--- config.mk ---
export PLATFORM = sky130hd
export DESIGN_NAME = constant_power_stereo_mixer_top
export DESIGN_NICKNAME = d
export VERILOG_FILES = /design/src/cpsm_pkg.sv /design/src/constant_power_stereo_mixer_top.sv /design/src/cpsm_ctrl.sv /design/src/cpsm_datapath.sv
export VERILOG_INCLUDE_DIRS = /design/src /design/src/src
export SDC_FILE = /design/constraint.sdc
export NUM_CORES = 2
export LEC_CHECK = 0
export BUFFER_PORTS_ARGS = -buffer_cell sky130_fd_sc_hd__buf_2
export CORE_MARGIN = 2
export CORE_UTILIZATION = 49
export CTS_CLUSTER_SIZE = 16
export DETAILED_ROUTE_END_ITERATION = 10
export GPL_TIMING_DRIVEN = 0
export HOLD_SLACK_MARGIN = 0.08
export PLACE_DENSITY = 0.65
export SYNTH_ARGS = -nofsm -noshare
export SYNTH_HDL_FRONTEND = slang
export SYNTH_HIERARCHICAL = 1
export SYNTH_SLANG_ARGS = --single-unit
--- constraint.sdc ---
create_clock -name clock -period 20.5 [get_ports clock]
set_input_delay 2.05 -clock clock [delete_from_list [all_inputs] [get_ports clock]]
set_output_delay 2.05 -clock clock [all_outputs]
set_load 0.005 [all_outputs]
--- src/constant_power_stereo_mixer_top_macros.svh ---
// Assertion macros for the constant-power stereo mixer.
// Used by constant_power_stereo_mixer_top; no other dependencies.
`ifndef CONSTANT_POWER_STEREO_MIXER_TOP_MACROS_SVH
`define CONSTANT_POWER_STEREO_MIXER_TOP_MACROS_SVH

// Same-cycle implication, disabled during reset
`define CPSM_ASSERT_SAME(label, clk, rst, ante, cons, msg) \
   label: assert property (@(posedge clk) disable iff (rst) (ante) |-> (cons)) \
      else $error(msg);

// Next-cycle implication, disabled during reset
`define CPSM_ASSERT_NEXT(label, clk, rst, ante, cons, msg) \
   label: assert property (@(posedge clk) disable iff (rst) (ante) |=> (cons)) \
      else $error(msg);

`endif

--- src/cpsm_pkg.sv ---
// Shared types and constants for the constant-power stereo mixer.
// No dependencies; imported by the controller, datapath and top level.
`default_nettype none

package cpsm_pkg;

   // Field widths
   localparam int GAIN_W = 16;
   localparam int PAN_W  = 17;
   localparam int OUT_W  = 24;

   // Pan law arithmetic
   localparam int ROOT_W     = 16;
   localparam int REM_W      = ROOT_W + 2;
   localparam int RAD_W      = 32;
   localparam int MIX_W      = 17;
   localparam int MIX_FRAC   = 14;
   localparam int PROD_SHIFT = 29;

   localparam int SQRT_STEPS = RAD_W / 2;
   localparam int CNT_W      = $clog2(SQRT_STEPS);

   localparam logic signed [PAN_W-1:0] PAN_MAX = 17'sd32768;
   localparam logic signed [PAN_W-1:0] PAN_MIN = -17'sd32768;
   localparam logic [MIX_W-1:0]        MIX_ONE = 17'd65536;

   // Controller states
   typedef enum logic [2:0] {
      ST_IDLE,
      ST_SQRT,
      ST_MUL_SG,
      ST_MUL_L,
      ST_MUL_R,
      ST_ACC_R,
      ST_EMIT
   } state_type;

   // Multiplier operand selection
   typedef enum logic [1:0] {
      MOP_NONE,
      MOP_SG,
      MOP_PAN_L,
      MOP_PAN_R
   } mul_op_type;

   // Accumulator update selection
   typedef enum logic [1:0] {
      ACC_NONE,
      ACC_LEFT,
      ACC_RIGHT
   } acc_op_type;

   // Commands from controller to datapath
   typedef struct packed {
      logic       load;
      logic       sqrt_step;
      mul_op_type mul_op;
      acc_op_type acc_op;
      logic       emit;
   } cmd_type;

   // Status from datapath to controller
   typedef struct packed {
      logic last;
      logic out_full;
   } status_type;

endpackage

`default_nettype wire

--- src/constant_power_stereo_mixer_top.sv ---
// Top level of the constant-power stereo mixer.
// Depends on cpsm_pkg, cpsm_ctrl, cpsm_datapath and the assertion macro header.
//
// Mixes a frame of mono channels to stereo with the square-root pan law.
// Each transaction on req_ is one channel; the transaction marked last
// produces one rsp_ transaction carrying both saturated 24-bit sums, after
// which the accumulators clear. One channel is handled at a time: after
// acceptance a channel runs the bit-serial square roots of both pan gains,
// one result bit per cycle, then three passes through the single shared
// multiplier and the accumulate, before it is ready again; the final channel
// of a frame also loads the result register. A result waiting in that
// register does not hold up the next channel, only the next frame's final
// channel.
`default_nettype none

module constant_power_stereo_mixer_top #(
   parameter int SAMPLE_WIDTH = 16,
   parameter int ACC_WIDTH    = 40
) (
   input  logic                              clock,
   input  logic                              reset,
   input  logic                              req_valid,
   output logic                              req_ready,
   input  logic signed [SAMPLE_WIDTH-1:0]    req_sample,
   input  logic        [cpsm_pkg::GAIN_W-1:0] req_channel_gain,
   input  logic signed [cpsm_pkg::PAN_W-1:0]  req_pan_position,
   input  logic                              req_last,
   output logic                              rsp_valid,
   input  logic                              rsp_ready,
   output logic signed [cpsm_pkg::OUT_W-1:0]  rsp_left_sum,
   output logic signed [cpsm_pkg::OUT_W-1:0]  rsp_right_sum
);
   import cpsm_pkg::*;

`include "constant_power_stereo_mixer_top_macros.svh"

   cmd_type    cmd;
   status_type status;

   cpsm_ctrl u_ctrl (
      .clock     (clock),
      .reset     (reset),
      .req_valid (req_valid),
      .req_ready (req_ready),
      .rsp_ready (rsp_ready),
      .status    (status),
      .cmd       (cmd)
   );

   cpsm_datapath #(
      .SAMPLE_WIDTH (SAMPLE_WIDTH),
      .ACC_WIDTH    (ACC_WIDTH)
   ) u_datapath (
      .clock            (clock),
      .reset            (reset),
      .cmd              (cmd),
      .status           (status),
      .req_sample       (req_sample),
      .req_channel_gain (req_channel_gain),
      .req_pan_position (req_pan_position),
      .req_last         (req_last),
      .rsp_ready        (rsp_ready),
      .rsp_valid        (rsp_valid),
      .rsp_left_sum     (rsp_left_sum),
      .rsp_right_sum    (rsp_right_sum)
   );

   // Checks
   `CPSM_ASSERT_NEXT(a_busy_after_accept, clock, reset, req_valid && req_ready, !req_ready, "accepted a channel while busy")
   `CPSM_ASSERT_SAME(a_no_overwrite, clock, reset, cmd.emit, !(rsp_valid && !rsp_ready), "result overwritten before taken")
   `CPSM_ASSERT_NEXT(a_emit_shows, clock, reset, cmd.emit, rsp_valid, "loaded result not presented")
   `CPSM_ASSERT_SAME(a_emit_when_last, clock, reset, cmd.emit, status.last, "result on a channel not marked last")

endmodule

`default_nettype wire

--- src/cpsm_ctrl.sv ---
// Controller state machine for the constant-power stereo mixer.
// Depends on cpsm_pkg; drives the datapath through cmd_type.
`default_nettype none

module cpsm_ctrl (
   input  logic                 clock,
   input  logic                 reset,
   input  logic                 req_valid,
   output logic                 req_ready,
   input  logic                 rsp_ready,
   input  cpsm_pkg::status_type status,
   output cpsm_pkg::cmd_type    cmd
);
   import cpsm_pkg::*;

   state_type        state_ff, state_in;
   logic [CNT_W-1:0] cnt_ff, cnt_in;
   logic             sqrt_done;
   logic             out_free;

   assign sqrt_done = (cnt_ff == CNT_W'(SQRT_STEPS - 1));
   assign out_free  = !status.out_full || rsp_ready;

   // State and step counter
   always_ff @(posedge clock) begin
      if (reset) begin
         state_ff <= ST_IDLE;
         cnt_ff   <= '0;
      end else begin
         state_ff <= state_in;
         cnt_ff   <= cnt_in;
      end
   end

   // Next state
   always_comb begin
      state_in = state_ff;
      cnt_in   = '0;
      unique case (state_ff)
         ST_IDLE: begin
            if (req_valid) state_in = ST_SQRT;
         end
         ST_SQRT: begin
            cnt_in = cnt_ff + 1'b1;
            if (sqrt_done) state_in = ST_MUL_SG;
         end
         ST_MUL_SG: state_in = ST_MUL_L;
         ST_MUL_L:  state_in = ST_MUL_R;
         ST_MUL_R:  state_in = ST_ACC_R;
         ST_ACC_R: begin
            state_in = status.last ? ST_EMIT : ST_IDLE;
         end
         ST_EMIT: begin
            if (out_free) state_in = ST_IDLE;
         end
         default: state_in = ST_IDLE;
      endcase
   end

   // Outputs
   always_comb begin
      cmd       = '{load: 1'b0, sqrt_step: 1'b0, mul_op: MOP_NONE,
                    acc_op: ACC_NONE, emit: 1'b0};
      req_ready = 1'b0;
      unique case (state_ff)
         ST_IDLE: begin
            req_ready = 1'b1;
            cmd.load  = req_valid;
         end
         ST_SQRT:   cmd.sqrt_step = 1'b1;
         ST_MUL_SG: cmd.mul_op = MOP_SG;
         ST_MUL_L:  cmd.mul_op = MOP_PAN_L;
         ST_MUL_R: begin
            // right product overlaps the left accumulate
            cmd.mul_op = MOP_PAN_R;
            cmd.acc_op = ACC_LEFT;
         end
         ST_ACC_R:  cmd.acc_op = ACC_RIGHT;
         ST_EMIT:   cmd.emit = out_free;
         default: ;
      endcase
   end

endmodule

`default_nettype wire

--- src/cpsm_datapath.sv ---
// Datapath for the constant-power stereo mixer: pan clamp, two bit-serial
// square roots, shared multiplier, saturating accumulators, result register.
// Depends on cpsm_pkg; commanded by cpsm_ctrl.
`default_nettype none

module cpsm_datapath #(
   parameter int SAMPLE_WIDTH = 16,
   parameter int ACC_WIDTH    = 40
) (
   input  logic                                    clock,
   input  logic                                    reset,
   input  cpsm_pkg::cmd_type                       cmd,
   output cpsm_pkg::status_type                    status,
   input  logic signed [SAMPLE_WIDTH-1:0]          req_sample,
   input  logic        [cpsm_pkg::GAIN_W-1:0]      req_channel_gain,
   input  logic signed [cpsm_pkg::PAN_W-1:0]       req_pan_position,
   input  logic                                    req_last,
   input  logic                                    rsp_ready,
   output logic                                    rsp_valid,
   output logic signed [cpsm_pkg::OUT_W-1:0]       rsp_left_sum,
   output logic signed [cpsm_pkg::OUT_W-1:0]       rsp_right_sum
);
   import cpsm_pkg::*;

   localparam int MA_W   = SAMPLE_WIDTH + GAIN_W + 1;
   localparam int MB_W   = ROOT_W + 1;
   localparam int PROD_W = MA_W + MB_W;
   localparam int TERM_W = PROD_W - PROD_SHIFT;
   localparam int SUM_W  = ((ACC_WIDTH > TERM_W) ? ACC_WIDTH : TERM_W) + 1;

   // One restoring square-root step: two radicand bits in, one root bit out
   function automatic logic [REM_W+ROOT_W-1:0] root_step(
      input logic [REM_W-1:0]  rem,
      input logic [ROOT_W-1:0] root,
      input logic [1:0]        pair
   );
      logic [REM_W-1:0] cur;
      logic [REM_W-1:0] trial;
      cur   = {rem[REM_W-3:0], pair};
      trial = {root, 2'b01};
      if (cur >= trial) return {cur - trial, root[ROOT_W-2:0], 1'b1};
      else              return {cur, root[ROOT_W-2:0], 1'b0};
   endfunction

   // Saturate a wide sum to the accumulator range
   function automatic logic signed [ACC_WIDTH-1:0] sat_acc(
      input logic signed [SUM_W-1:0] sum
   );
      logic [SUM_W-ACC_WIDTH:0] upper;
      upper = sum[SUM_W-1:ACC_WIDTH-1];
      if (&upper || ~|upper) return sum[ACC_WIDTH-1:0];
      else if (sum[SUM_W-1]) return {1'b1, {(ACC_WIDTH-1){1'b0}}};
      else                   return {1'b0, {(ACC_WIDTH-1){1'b1}}};
   endfunction

   // Saturate an accumulator to the output range
   function automatic logic signed [OUT_W-1:0] sat_out(
      input logic signed [ACC_WIDTH-1:0] acc
   );
      logic [ACC_WIDTH-OUT_W:0] upper;
      upper = acc[ACC_WIDTH-1:OUT_W-1];
      if (&upper || ~|upper) return acc[OUT_W-1:0];
      else if (acc[ACC_WIDTH-1]) return {1'b1, {(OUT_W-1){1'b0}}};
      else                       return {1'b0, {(OUT_W-1){1'b1}}};
   endfunction

   logic signed [SAMPLE_WIDTH-1:0] sample_ff;
   logic [GAIN_W-1:0]              gain_ff;
   logic                           last_ff;
   logic [RAD_W-1:0]               rad_l_ff, rad_r_ff;
   logic [REM_W-1:0]               rem_l_ff, rem_r_ff;
   logic [ROOT_W-1:0]              root_l_ff, root_r_ff;
   logic signed [MA_W-1:0]         sg_ff;
   logic signed [PROD_W-1:0]       prod_ff;
   logic signed [ACC_WIDTH-1:0]    left_acc_ff, right_acc_ff;
   logic                           rsp_valid_ff;
   logic signed [OUT_W-1:0]        left_sum_ff, right_sum_ff;

   logic [MIX_W-1:0]               mix, lmix;
   logic [REM_W+ROOT_W-1:0]        step_l, step_r;
   logic signed [MA_W-1:0]         mul_a;
   logic signed [MB_W-1:0]         mul_b;
   logic signed [PROD_W-1:0]       product;
   logic signed [TERM_W-1:0]       term;
   logic signed [ACC_WIDTH-1:0]    acc_sel;
   logic signed [SUM_W-1:0]        sum;
   logic signed [ACC_WIDTH-1:0]    acc_new;

   // Pan clamp and mix position
   always_comb begin
      if (req_pan_position < PAN_MIN)      mix = '0;
      else if (req_pan_position > PAN_MAX) mix = MIX_ONE;
      else mix = MIX_W'(req_pan_position + PAN_MAX);
      lmix = MIX_ONE - mix;
   end

   assign step_l = root_step(rem_l_ff, root_l_ff, rad_l_ff[RAD_W-1:RAD_W-2]);
   assign step_r = root_step(rem_r_ff, root_r_ff, rad_r_ff[RAD_W-1:RAD_W-2]);

   // Input latch and square-root iteration
   always_ff @(posedge clock) begin
      if (cmd.load) begin
         sample_ff <= req_sample;
         gain_ff   <= req_channel_gain;
         last_ff   <= req_last;
         rad_l_ff  <= {1'b0, lmix, {MIX_FRAC{1'b0}}};
         rad_r_ff  <= {1'b0, mix, {MIX_FRAC{1'b0}}};
         rem_l_ff  <= '0;
         rem_r_ff  <= '0;
         root_l_ff <= '0;
         root_r_ff <= '0;
      end else if (cmd.sqrt_step) begin
         rad_l_ff  <= {rad_l_ff[RAD_W-3:0], 2'b00};
         rad_r_ff  <= {rad_r_ff[RAD_W-3:0], 2'b00};
         {rem_l_ff, root_l_ff} <= step_l;
         {rem_r_ff, root_r_ff} <= step_r;
      end
   end

   // Shared multiplier operand selection
   always_comb begin
      case (cmd.mul_op)
         MOP_SG: begin
            mul_a = MA_W'(sample_ff);
            mul_b = {1'b0, gain_ff};
         end
         MOP_PAN_L: begin
            mul_a = sg_ff;
            mul_b = {1'b0, root_l_ff};
         end
         default: begin
            mul_a = sg_ff;
            mul_b = {1'b0, root_r_ff};
         end
      endcase
   end

   assign product = mul_a * mul_b;

   // Product registers
   always_ff @(posedge clock) begin
      case (cmd.mul_op) inside
         MOP_SG:                sg_ff   <= product[MA_W-1:0];
         MOP_PAN_L, MOP_PAN_R:  prod_ff <= product;
         default: ;
      endcase
   end

   // Floor shift, then saturating add
   assign term    = prod_ff[PROD_W-1:PROD_SHIFT];
   assign acc_sel = (cmd.acc_op == ACC_LEFT) ? left_acc_ff : right_acc_ff;
   assign sum     = SUM_W'(acc_sel) + SUM_W'(term);
   assign acc_new = sat_acc(sum);

   always_ff @(posedge clock) begin
      if (reset || cmd.emit) begin
         left_acc_ff  <= '0;
         right_acc_ff <= '0;
      end else begin
         if (cmd.acc_op == ACC_LEFT)  left_acc_ff  <= acc_new;
         if (cmd.acc_op == ACC_RIGHT) right_acc_ff <= acc_new;
      end
   end

   // Result register
   always_ff @(posedge clock) begin
      if (reset) begin
         rsp_valid_ff <= 1'b0;
      end else if (cmd.emit) begin
         rsp_valid_ff <= 1'b1;
      end else if (rsp_ready) begin
         rsp_valid_ff <= 1'b0;
      end
   end

   always_ff @(posedge clock) begin
      if (cmd.emit) begin
         left_sum_ff  <= sat_out(left_acc_ff);
         right_sum_ff <= sat_out(right_acc_ff);
      end
   end

   assign rsp_valid       = rsp_valid_ff;
   assign rsp_left_sum    = left_sum_ff;
   assign rsp_right_sum   = right_sum_ff;
   assign status.last     = last_ff;
   assign status.out_full = rsp_valid_ff;

endmodule

`default_nettype wire

==> reports/results.tsv <==
metric	value	unit
synth_edf_count	168	
post-synth-top-count-cell	inv_1	
overflow	0	
critPathBufInv	9	
grt_first_pass_wirelength	157	mm
post_cts_buffers	0	
cap_viol_max_count	0	
synthCells	3851	
finalPower	0.00256	W
slew_viol_final	0	
ir_worst_vdd	0.0610	mV
cts_resized	0	
path_class	flop to flop	
grt_usage	27.1	%
portBuffers	103	
ys_types	80	
antenna_cells	0	
ctsHoldBuffers	0	
drt-total-wl	97.6	mm
fmax	0.0868	GHz
cts_htree_levels	2	
num_rows	98	
hold_viol	0	
grt_pass1_vias	27860	
clk_latency	0.57	ns
min_period	11.52	ns
synth.area.top_cells	fa_1 (29%), edfxtp_1 (14%), dfxtp_1 (8.7%)	
wl_per_cell	19.6	um
die_area	74200	um2
die_w	272	um
yosys_warnings	6	
slowest_delay	0.78	ns
clockBufferDepth	3	
r2r_slack	8.98	ns
worst_setup_path_start_kind	flop	
crit_top_cell	fa_1	
worstPathRequired	20.81	ns
powerDensity	66.7	nW/um2
grt_max_degree	35	
cts_root_buf	clkbuf_16	
syn_area_per_cell	9.16	um2
numCtsBuffers	39	
io-pin-count	104	
syn_area	35300	um2
skew	0.0160	ns
vias	27367	
fin_nets	4758	
slew_headroom	7.10	%
final_layout_size_suffix_gt1_share	6.63	%
critPathTopFamily	adder cells	
initial_core_util	49.4	%
rsz0062_at_grt	no	
dr.pass1.iters	5	
n_fill_cell	6693	
path_clk_slew	0.06	ns
hold_path.class	flop to flop	
core-area	71400	um2
ys_seq_elements	322	
synth_top_area_share	28.6	%
dp_hpwl	79.3	mm
drtAntennaViolNets	0	
p_leak	17.6	nW
crit_path_end_kind	flop	
ys_async_sr_fraction	0	%
status	completed	
path_max_fanout	18	
synthFlopType	edfxtp_1	
cts.sinks	322	
die_h	272	um
cts_tree	done	
vias_per_cell	5.50	
worst_path_max_delay_cell	clkbuf_1	
antenna_found_initial	1	
syn_to_final_growth	8.64	%
arrival	11.83	ns
setup_viol	0	
tightest_slew	1.38	ns
gp_congestion	0.953	
yosysTopAreaCell	fa_1	
drc	0	
drt_iter0_markers	1877	
post-route-period-util	56.2	%
ys_seq_area_share	23.0	%
setup_tns	0	ns
syn_nets	4610	
synth_top_cells_by_count	inv_1 (678), fa_1 (504), nand2_1 (460)	
[flip-flops by register name, summed over array words and instances (netlist names)]
name,cells
u_datapath/sample_ff,16
u_datapath/rsp_right_sum,24
u_datapath/left_acc_ff,40
u_datapath/rem_r_ff,16
u_datapath/root_l_ff,16
u_datapath/rsp_valid,1
u_datapath/rsp_left_sum,24
u_datapath/prod_ff,21
u_ctrl/state_ff,3
u_datapath/right_acc_ff,40
u_datapath/sg_ff,33
u_datapath/gain_ff,16
u_datapath/rad_l_ff,17
u_datapath/last_ff,1
u_datapath/rad_r_ff,18
u_datapath/root_r_ff,16
u_ctrl/cnt_ff,4
u_datapath/rem_l_ff,16
[kinds of logic after synthesis]
logic type	after synthesis	share of synthesized area, %
DFF	322	23.0
adders and majority gates	705	35.7
xor gates and xnor gates	114	2.83
muxes	130	3.88
buffers and inverters	864	9.38
AOI/OAI and AO/OA	669	12.5
and+or+nand+nor	1047	12.7
[power by group]
part	internal [W]	switching [W]	total (W)
clock	0.000400	0.000284	0.000684
combinational	0.000420	0.000648	0.00107
sequential	0.000759	0.0000444	0.000804
total	0.00158	0.000977	0.00256
[cell usage in the layout (no fill, tap or decap), drive strengths merged, types with 6 or more instances in the layout]
master	instances
a211o	6
xor2	41
mux2i	77
clkbuf	210
nand3	54
or2	12
and4	8
o21bai	12
nand4	19
nand2	460
nand2b	27
mux2	53
a31oi	21
nor2	362
fa	504
nor3	26
ha	201
clkinv	13
edfxtp	168
o21a	50
and3	19
xnor2	73
o31a	6
a211oi	45
o2bb2ai	11
and2	12
inv	682
dfxtp	154
a221oi	6
a21oi	152
nor4	15
a22oi	16
buf	135
o21ai	156
a31o	8
nor2b	12
o211ai	18
a21o	74
a22o	46
[area by class of cell]
| cell class | count | area (um2) | share of cell area (%) |
|---|---|---|---|
| repair buffers | 107 | 591 | 1.54 |
| flip-flops and latches | 322 | 8130 | 21.2 |
| clock buffers | 54 | 1090 | 2.85 |
| plain buffers | 184 | 758 | 1.98 |
| inverters | 680 | 2550 | 6.66 |
| clock inverters | 18 | 160 | 0.418 |
| multi-input cells | 2665 | 23900 | 62.2 |
| well taps | 950 | 1190 | 3.10 |
[metal layers]
metal  part of all wire (%)  global-route usage, %  vias to the layer above
li1                       -                      -                    12760
met1                     43                   36.6                    13481
met2                     46                   43.6                      898
met3                    5.9                   3.44                      228
met4                    5.1                   12.4                        0
met5                      0                      0                        -
[through the flow]
step / hold WS (ns) / cell area [um2] / utilization, % / worst slack (ns) / instances
final: 0.445 / 38300 / 53.7 / 8.98 / 4980
after global routing: 0.466 / 38300 / 53.7 / 8.50 / 4980
after CTS: 0.451 / 38300 / 53.7 / 8.96 / 4980
after floorplan: 0.418 / 35300 / - / 11.63 / 3851
after detailed placement: 0.441 / 37100 / 52.0 / 8.96 / 4908
after global placement: 0.435 / 37000 / 51.8 / 7.99 / 4904
[final timing paths]
check / start / to / cells after the start
setup / recovery: u_ctrl/state_ff[1] / u_datapath/prod_ff[49] / 30
hold / removal: u_ctrl/cnt_ff[0] / u_ctrl/cnt_ff[0] / 1
setup reg to reg: u_ctrl/state_ff[1] / u_datapath/prod_ff[49] / 30
hold reg to reg: u_ctrl/cnt_ff[0] / u_ctrl/cnt_ff[0] / 1
No activity file was read; power rests on OpenSTA's default activity.
